$ cat src/rtl/tlca_pkg.sv
// ----------------------------------------------------------------------------
// tlca_pkg: shared types and constants for the tree ancestor engine
// Field widths, item codes, datapath commands and the status bundle.
// ----------------------------------------------------------------------------
package tlca_pkg;

  // default sizes
  localparam int NODE_COUNT_DEF    = 4096;
  localparam int LIFT_LEVELS_DEF   = 12;
  localparam int EDGE_CAPACITY_DEF = 8192;

  // fixed item field widths
  localparam int MODE_W   = 2;
  localparam int ID_W     = 12;
  localparam int REL_W    = 2;
  localparam int COUNT_W  = 13;
  localparam int CFG_DW   = 32;
  localparam int CFG_AW   = 2;

  // item modes
  localparam logic [MODE_W-1:0] MODE_EDGE  = 2'd0;
  localparam logic [MODE_W-1:0] MODE_BUILD = 2'd1;
  localparam logic [MODE_W-1:0] MODE_QUERY = 2'd2;
  localparam logic [MODE_W-1:0] MODE_SPARE = 2'd3;   // ignored, no result

  // result kinds
  localparam logic KIND_BUILD = 1'b0;
  localparam logic KIND_QUERY = 1'b1;

  // relation codes
  localparam logic [REL_W-1:0] REL_NONE = 2'd0;
  localparam logic [REL_W-1:0] REL_A    = 2'd1;
  localparam logic [REL_W-1:0] REL_B    = 2'd2;

  // register map
  localparam logic [CFG_AW-1:0] REG_ROOT = 2'd0;

  // datapath commands, one per cycle
  typedef enum logic [4:0] {
    CMD_NOP,
    CMD_LOAD,
    CMD_CLR_ALL,
    CMD_CLR,
    CMD_EDGE_FULL,
    CMD_E_RDA,
    CMD_E_WRA,
    CMD_E_RDB,
    CMD_E_WRB,
    CMD_B_ROOT,
    CMD_B_RDQ,
    CMD_B_RDP,
    CMD_B_HEAD,
    CMD_B_RDS,
    CMD_B_TGT,
    CMD_B_CHILD,
    CMD_B_RDA,
    CMD_B_LIFT,
    CMD_B_WRA,
    CMD_Q_RDX,
    CMD_Q_RDY,
    CMD_Q_ORDER,
    CMD_Q_RDAX,
    CMD_Q_UP,
    CMD_Q_STEP1,
    CMD_Q_K,
    CMD_Q_RDAY,
    CMD_Q_STEP2,
    CMD_Q_SAME,
    CMD_Q_FIN,
    CMD_RES_BUILD,
    CMD_RES_QUERY
  } cmd_t;

  // datapath status towards the controller
  typedef struct packed {
    logic clr_last;
    logic edge_bad;
    logic edge_full;
    logic root_bad;
    logic queue_empty;
    logic link_zero;
    logic child_ok;
    logic k_zero;
    logic k_full;
    logic xy_same;
  } status_t;

endpackage

$ cat src/rtl/tlca_ctrl.sv
// ----------------------------------------------------------------------------
// tlca_ctrl: sequencer for the tree ancestor engine
// Steps the datapath through edge insert, breadth-first build and lifting
// query, and owns the item handshakes.
// ----------------------------------------------------------------------------
module tlca_ctrl
  import tlca_pkg::*;
(
  input  logic              clk,
  input  logic              rst_n,
  input  logic              in_valid,
  input  logic [MODE_W-1:0] in_mode,
  output logic              in_ready,
  output logic              out_valid,
  input  logic              out_ready,
  input  status_t           st,
  output cmd_t              cmd
);

  typedef enum logic [4:0] {
    S_INIT, S_IDLE,
    S_E_CHK, S_E_WRA, S_E_RDB, S_E_WRB,
    S_B_CLR, S_B_ROOT, S_B_Q, S_B_P, S_B_H, S_B_L, S_B_T, S_B_D, S_B_A, S_B_W,
    S_RES_B,
    S_Q_RDX, S_Q_RDY, S_Q_ORD, S_Q_A, S_Q_U, S_Q_S1, S_Q_CMP,
    S_Q_B, S_Q_C, S_Q_S2, S_Q_F, S_Q_G, S_RES_Q
  } state_t;

  state_t state_r, state_nxt;
  logic   out_valid_r, out_valid_nxt;
  logic   slot_free;

  assign in_ready  = (state_r == S_IDLE);
  assign out_valid = out_valid_r;
  assign slot_free = !out_valid_r || out_ready;

  // next state and command
  always_comb begin
    state_nxt = state_r;
    cmd       = CMD_NOP;
    unique case (state_r)
      S_INIT: begin
        cmd = CMD_CLR_ALL;
        if (st.clr_last) state_nxt = S_IDLE;
      end
      S_IDLE: begin
        if (in_valid) begin
          cmd = CMD_LOAD;
          priority case (in_mode)
            MODE_EDGE:  state_nxt = S_E_CHK;
            MODE_BUILD: state_nxt = S_B_CLR;
            MODE_QUERY: state_nxt = S_Q_RDX;
            default:    state_nxt = S_IDLE;
          endcase
        end
      end
      // edge insert
      S_E_CHK: begin
        if (st.edge_bad) begin
          state_nxt = S_IDLE;
        end else if (st.edge_full) begin
          cmd       = CMD_EDGE_FULL;
          state_nxt = S_IDLE;
        end else begin
          cmd       = CMD_E_RDA;
          state_nxt = S_E_WRA;
        end
      end
      S_E_WRA: begin cmd = CMD_E_WRA; state_nxt = S_E_RDB; end
      S_E_RDB: begin cmd = CMD_E_RDB; state_nxt = S_E_WRB; end
      S_E_WRB: begin cmd = CMD_E_WRB; state_nxt = S_IDLE;  end
      // build walk
      S_B_CLR: begin
        cmd = CMD_CLR;
        if (st.clr_last) state_nxt = S_B_ROOT;
      end
      S_B_ROOT: begin
        if (st.root_bad) begin
          state_nxt = S_RES_B;
        end else begin
          cmd       = CMD_B_ROOT;
          state_nxt = S_B_Q;
        end
      end
      S_B_Q: begin
        if (st.queue_empty) begin
          state_nxt = S_RES_B;
        end else begin
          cmd       = CMD_B_RDQ;
          state_nxt = S_B_P;
        end
      end
      S_B_P: begin cmd = CMD_B_RDP;  state_nxt = S_B_H; end
      S_B_H: begin cmd = CMD_B_HEAD; state_nxt = S_B_L; end
      S_B_L: begin
        if (st.link_zero) begin
          state_nxt = S_B_Q;
        end else begin
          cmd       = CMD_B_RDS;
          state_nxt = S_B_T;
        end
      end
      S_B_T: begin cmd = CMD_B_TGT; state_nxt = S_B_D; end
      S_B_D: begin
        if (st.child_ok) begin
          cmd       = CMD_B_CHILD;
          state_nxt = S_B_A;
        end else begin
          state_nxt = S_B_L;
        end
      end
      S_B_A: begin
        if (st.k_full) begin
          cmd       = CMD_B_WRA;
          state_nxt = S_B_L;
        end else begin
          cmd       = CMD_B_RDA;
          state_nxt = S_B_W;
        end
      end
      S_B_W: begin cmd = CMD_B_LIFT; state_nxt = S_B_A; end
      S_RES_B: begin
        if (slot_free) begin
          cmd       = CMD_RES_BUILD;
          state_nxt = S_IDLE;
        end
      end
      // query: level the deeper node, then lift both
      S_Q_RDX: begin cmd = CMD_Q_RDX;   state_nxt = S_Q_RDY; end
      S_Q_RDY: begin cmd = CMD_Q_RDY;   state_nxt = S_Q_ORD; end
      S_Q_ORD: begin cmd = CMD_Q_ORDER; state_nxt = S_Q_A;   end
      S_Q_A:   begin cmd = CMD_Q_RDAX;  state_nxt = S_Q_U;   end
      S_Q_U:   begin cmd = CMD_Q_UP;    state_nxt = S_Q_S1;  end
      S_Q_S1: begin
        cmd       = CMD_Q_STEP1;
        state_nxt = st.k_zero ? S_Q_CMP : S_Q_A;
      end
      S_Q_CMP: begin
        if (st.xy_same) begin
          cmd       = CMD_Q_SAME;
          state_nxt = S_RES_Q;
        end else begin
          cmd       = CMD_Q_K;
          state_nxt = S_Q_B;
        end
      end
      S_Q_B: begin cmd = CMD_Q_RDAX; state_nxt = S_Q_C;  end
      S_Q_C: begin cmd = CMD_Q_RDAY; state_nxt = S_Q_S2; end
      S_Q_S2: begin
        cmd       = CMD_Q_STEP2;
        state_nxt = st.k_zero ? S_Q_F : S_Q_B;
      end
      S_Q_F: begin cmd = CMD_Q_RDAX; state_nxt = S_Q_G;   end
      S_Q_G: begin cmd = CMD_Q_FIN;  state_nxt = S_RES_Q; end
      S_RES_Q: begin
        if (slot_free) begin
          cmd       = CMD_RES_QUERY;
          state_nxt = S_IDLE;
        end
      end
      default: state_nxt = S_IDLE;
    endcase
  end

  // output slot occupancy
  always_comb begin
    out_valid_nxt = out_valid_r;
    if (out_valid_r && out_ready) out_valid_nxt = 1'b0;
    if (cmd == CMD_RES_BUILD || cmd == CMD_RES_QUERY) out_valid_nxt = 1'b1;
  end

  always_ff @(posedge clk) begin
    if (!rst_n) begin
      state_r     <= S_INIT;
      out_valid_r <= 1'b0;
    end else begin
      state_r     <= state_nxt;
      out_valid_r <= out_valid_nxt;
    end
  end

  // a result never overwrites one still waiting
  a_res_slot: assert property (@(posedge clk) disable iff (!rst_n)
    (cmd == CMD_RES_BUILD || cmd == CMD_RES_QUERY) |-> (!out_valid_r || out_ready))
    else $error("result loaded into occupied slot");

  // a result load always shows up on the output
  a_res_shown: assert property (@(posedge clk) disable iff (!rst_n)
    (cmd == CMD_RES_BUILD || cmd == CMD_RES_QUERY) |=> out_valid_r)
    else $error("result not presented");

  // a real item drops in_ready in the cycle after it is accepted
  a_busy: assert property (@(posedge clk) disable iff (!rst_n)
    (in_valid && in_ready && in_mode != MODE_SPARE) |=> !in_ready)
    else $error("ready straight after accepting work");

endmodule

$ cat config.mk
export PLATFORM = sky130hd
export DESIGN_NAME = tlca_ctrl
export DESIGN_NICKNAME = d
export VERILOG_FILES = /design/src/rtl/tlca_pkg.sv /design/src/rtl/tlca_ctrl.sv
export SDC_FILE = /design/constraint.sdc
export NUM_CORES = 1
export LEC_CHECK = 0
export BUFFER_PORTS_ARGS = -buffer_cell sky130_fd_sc_hd__buf_2
export CAP_MARGIN = 30
export CORE_MARGIN = 2
export CORE_UTILIZATION = 49
export DETAILED_ROUTE_END_ITERATION = 8
export GPL_ROUTABILITY_DRIVEN = 1
export PLACE_DENSITY_LB_ADDON = 0.2
export SLEW_MARGIN = 5
export SYNTH_ARGS = -nofsm -noshare
export SYNTH_HDL_FRONTEND = slang
export SYNTH_SLANG_ARGS = --single-unit
$ cat constraint.sdc
create_clock -name clk -period 1.7 [get_ports clk]
set_clock_uncertainty 0.1 [all_clocks]
set_input_delay 0.17 -clock clk [delete_from_list [all_inputs] [get_ports clk]]
set_output_delay 0.17 -clock clk [all_outputs]
set_load 0.03 [all_outputs]
==> key figures, run 1 <==
CTS
  – Sinks on Clock Net: 6
  – CTS Buf Count: 3
  – CTS H-tree lvls: 1
  – Clock buffer depth: 2
  – CTS root buf: clkbuf_4

Run status
  – Error: [ERROR DPL-0038] Utilization greater than 100%, impossible to legalize
  – Stopped at: 5_1_grt
  – Outcome: aborted with a tool error

Yosys
  – Yosys top cell area share: 10.8%
  – Seq cells post-synth: 6
  – Count leader, synth: nand2_1
  – Post-synth top cells: nand2_1 (15), a21oi_1 (14), nor2_1 (13)
  – Synth Instances: 169
  – Yosys warnings: 0
  – Net count after synthesis: 185
  – EDFF count, synth: 0
  – Synth Cell Area: 1120 µm²
  – Synth unique cells: 47
  – Avg Inst Size Synth: 6.61 µm²
  – Main area contributors after synthesis: dfxtp_1 (11%), a21oi_1 (6.3%), nand2_1 (5.0%)
  – Primary FF master, synth: dfxtp_1
  – Sequential area share after synthesis: 10.8%
  – Synth area leader: dfxtp_1
  – Async S/R FF share, synth: 0%

Global routing
  – Largest net degree at the start of global routing: 18

Die
  – Starting Density: 51.0%
  – Die W: 51.8 µm
  – Top-level port count: 23
  – Row cnt: 17
  – Die Ht: 51.8 µm

Place
  – Cell Area, Placed: 1630 µm²
  – DP HPWL: 3480 µm
  – PortBufs: 22
  – Pre-CTS setup slack: -0.400 ns
  – Gpl congestion: 0.925
-- kinds of logic after synthesis --
kind of cell	synth area share [%]
buffers and inverters	11.5
flip-flops	10.8
AO/OA/AOI/OAI	44.9
AND/OR/NAND/NOR	32.8
-- timing repair --
item                                    in CTS
pin swaps                                   12
hold buffers                                 0
setup buffers                               18
resized for setup                           69
endpoints found under the setup margin      12
-- metrics by stage --
step	setup TNS, ns	hold slack [ns]	std cells
4_1_cts	-2.25	0.118	274
3_5_place_dp	-1.91	0.377	253
3_3_place_gp	-1.51	0.375	253
2_1_floorplan	-0.0476	0.173	169
==> run 2, diff against run 1 <==
--- a/config.mk
+++ b/config.mk
@@ -7,11 +7,11 @@
 export LEC_CHECK = 0
 export BUFFER_PORTS_ARGS = -buffer_cell sky130_fd_sc_hd__buf_2
 export CAP_MARGIN = 30
-export CORE_MARGIN = 2
-export CORE_UTILIZATION = 49
+export CORE_AREA = 2 2 63 65
 export DETAILED_ROUTE_END_ITERATION = 8
+export DIE_AREA = 0 0 65 67
 export GPL_ROUTABILITY_DRIVEN = 1
-export PLACE_DENSITY_LB_ADDON = 0.2
+export PLACE_DENSITY_LB_ADDON = 0.15
 export SLEW_MARGIN = 5
 export SYNTH_ARGS = -nofsm -noshare
 export SYNTH_HDL_FRONTEND = slang
==> constraint.sdc (replaced) <==
create_clock -name clk -period 2.2 [get_ports clk]
set_clock_uncertainty 0.1 [all_clocks]
set_input_delay 0.22 -clock clk [delete_from_list [all_inputs] [get_ports clk]]
set_output_delay 0.22 -clock clk [all_outputs]
set_load 0.03 [all_outputs]
==> run 2 against run 1 <==
  * The run now ends clean
  * Synthesized area stayed put
  * Synthesized cell count stayed put
==> key figures, run 2 <==
Power
  – Power Density: 1220 nW/µm²
  – Worst VDD drop: 0.000490 V
  – Total leakage power: 0.000601 µW

Yosys
  – Count leader, synth: nand2_1
  – Synth Area in Compound Gates: 44.9% (unchanged)
  – Synth Cell Area: 1120 µm² (unchanged)
  – Synth Area in XOR/XNOR: 0% (unchanged)
  – Primary FF master, synth: dfxtp_1
  – Area share of and/or/nand/nor cells after synthesis: 32.8% (unchanged)
  – Sequential area share after synthesis: 10.8% (unchanged)
  – Seq cells post-synth: 6 (unchanged)
  – Mux contribution to synthesized area: 0% (unchanged)
  – Synth unique cells: 47 (unchanged)
  – Synth area leader: dfxtp_1
  – Post-Synth Adder-Cell Area: 0% (unchanged)
  – Avg Inst Size Synth: 6.61 µm² (unchanged)
  – Yosys top cell area share: 10.8% (unchanged)
  – Yosys warnings: 0 (unchanged)
  – Synth Instances: 169 (unchanged)
  – EDFF count, synth: 0 (unchanged)
  – Post-synth top cells: nand2_1 (15), a21oi_1 (14), nor2_1 (13)
  – Main area contributors after synthesis: dfxtp_1 (11%), a21oi_1 (6.3%), nand2_1 (5.0%)
  – Largest family of logic cells by synthesized area: compound AO/OA/AOI/OAI gates
  – Net count after synthesis: 185 (unchanged)
  – Async S/R FF share, synth: 0% (unchanged)

Timing
  – Period utilization: 96.0%
  – Tmin final: 2.11 ns
  – Setup slack after layout: 0.0889 ns
  – Fmax: 0.474 GHz
  – Hold Violations, Final: 0
  – Max_slew headroom: 69.2%
  – # setup viols final: 0
  – Setup TNS: 0 ns
  – Max-slew violations: 0
  – Worst slew pin tran: 0.458 ns

Route
  – DRT iter0 DRCs: 160
  – DR DRC count: 0
  – Via density per instance: 5.96
  – Via Count: 1461
  – Detailed Route WL: 4300 µm
  – Drt pass-1 iters: 4
  – Post-DR wirelength/cell: 17.5 µm
  – Antenna-violating nets left: 0

Place
  – PortBufs: 22 (unchanged)
  – Gpl congestion: 0.892 (-3.6%)
  – DP Cell Count: 242 (-4.3%)
  – DP HPWL: 3230 µm (-7.2%)
  – Pre-CTS setup slack: 0.0999 ns (+0.500 ns)

Min path
  – HP Class: in -> reg
  – Worst hold stages: 2

Die
  – Total die area: 4360 µm²
  – Die W: 65 µm (+26%)
  – Row cnt: 22 (+5)
  – Die Ht: 67 µm (+29%)
  – Core footprint: 3610 µm²
  – Starting Density: 31.0% (-20 points)
  – Top-level port count: 23 (unchanged)

Cells and area
  – Most flops, register: state_r
  – Most frequent cells in the layout: buf_2 (20), buf_4 (19), nand2_1 (15), a21oi_1 (12), nor2_1 (11)
  – Post-Route Utilization: 41.6%
  – Commonest non-fill, non-tap cell in the layout: buf_2
  – Final #Nets: 215
  – Diodes inserted: 0
  – Share of post-route cells with drive strength above 1: 34.0%
  – Max reg flops: 5
  – Finished Layout Cells: 245
  – Synth-to-layout area growth: 34.3%
  – Fillcell total: 394

Global routing
  – First-pass GRT wire length: 6760 µm
  – GRT Total Usage: 20.3%
  – Largest net degree at the start of global routing: 23
  – Number of global-route vias before repair: 1313
  – Global route total overflow: 0
  – Number of antenna violations at the first check in global routing: 0

Setup path
  – Worst setup SP type: register
  – Setup crit end kind: primary output
  – Crit path cell chain: nor2b_1 -> o311a_1 -> nor4_4 -> inv_1 -> clkbuf_4
  – Crit-path max cell delay: 0.44 ns
  – Worst EP required: 1.88 ns
  – Crit-path max FO: 9
  – Setup CP Type: reg -> out
  – Slowest-stage cell, CP: dfxtp_2
  – Reg2Reg Depth: 7
  – Worst EP arrival: 1.79 ns

CTS
  – CTS Hold Bufs: 0 (unchanged)
  – CTS H-tree lvls: 1 (unchanged)
  – Post-CTS setup buffers: 0 (-18)
  – CTS root buf: clkbuf_8
  – Clock Latency Late Sink: 0.23 ns
  – Sinks on Clock Net: 6 (unchanged)
  – Clock transition at path regs: 0.04 ns
  – CTS tree: built
  – CTS Buf Count: 3 (unchanged)
  – Clock buffer depth: 2 (unchanged)

Run status
  – Outcome: finished clean

Run
  – Max_cap viols: 0
-- run 2: cell counts after synthesis --
Identical to the previous run, type by type.
-- run 2: repair_timing --
| item | 4_1_cts | 5_1_grt |
|---|---|---|
| resized for setup | 6 | 24 |
| pin swaps | 0 | 4 |
| endpoints found under the setup margin | 3 | 4 |
-- run 2: final cells by class --
cell class / instances / area, µm² / area share, %
Sequential cell: 6 / 128 / 8.51
Multi-Input combinational cell: 137 / 965 / 64.3
Tap cell: 48 / 60.1 / 4.00
Inverter: 9 / 33.8 / 2.25
Clock buffer: 3 / 41.3 / 2.75
Timing Repair Buffer: 42 / 273 / 18.2
-- run 2: where the power goes --
group	leakage [µW]	switching, µW	total, µW	internal, µW
combinational	0.000529	865	1460	591
sequential	0.0000508	54.2	199	145
clock	0.0000216	53.6	172	118
-- run 2: worst max-delay path: cells and delay by family, from the launching register on --
family / cells / cell delay, ns
flops: 1 / 0.44
compound gates: 1 / 0.41
simple gates: 2 / 0.46
buf+inv: 2 / 0.25
-- run 2: layer usage --
metal	part of all wire [%]	wire, µm	vias up	track usage [%]
met2	46	1990	84	33.5
met4	1.5	63	0	6.65
met1	44	1900	672	26.9
met3	8.2	352	9	2.87
li1	-	-	696	-
met5	0	0	-	0
-- run 2: final timing paths --
kind / from / to / slack [ns]
hold reg to reg: out_valid / out_valid / 0.53
setup reg to reg: state_r[2] / state_r[4] / 0.17
setup / recovery: state_r[3] / cmd[1] / 0.09
hold / removal: rst_n / state_r[3] / 0.20
-- run 2: stage by stage --
step	hold WS, ns	instance area (µm²)	power (µW)
finish	0.196	1500	1830
global route	0.202	1500	1950
CTS	0.196	1400	1690
detailed placement	0.436	1340	1490
global placement	0.434	1340	1510
floorplan	0.223	1120	1120
-- run 2: cell families (layout without fill, tap and decap cells) --
logic type / count (synthesis) / after routing
and+or+nand+nor: 70 / 70
AOI/OAI and AO/OA: 67 / 67
buffers and inverters: 26 / 54
DFF: 6 / 6
No activity file was read; power rests on OpenSTA's default activity.
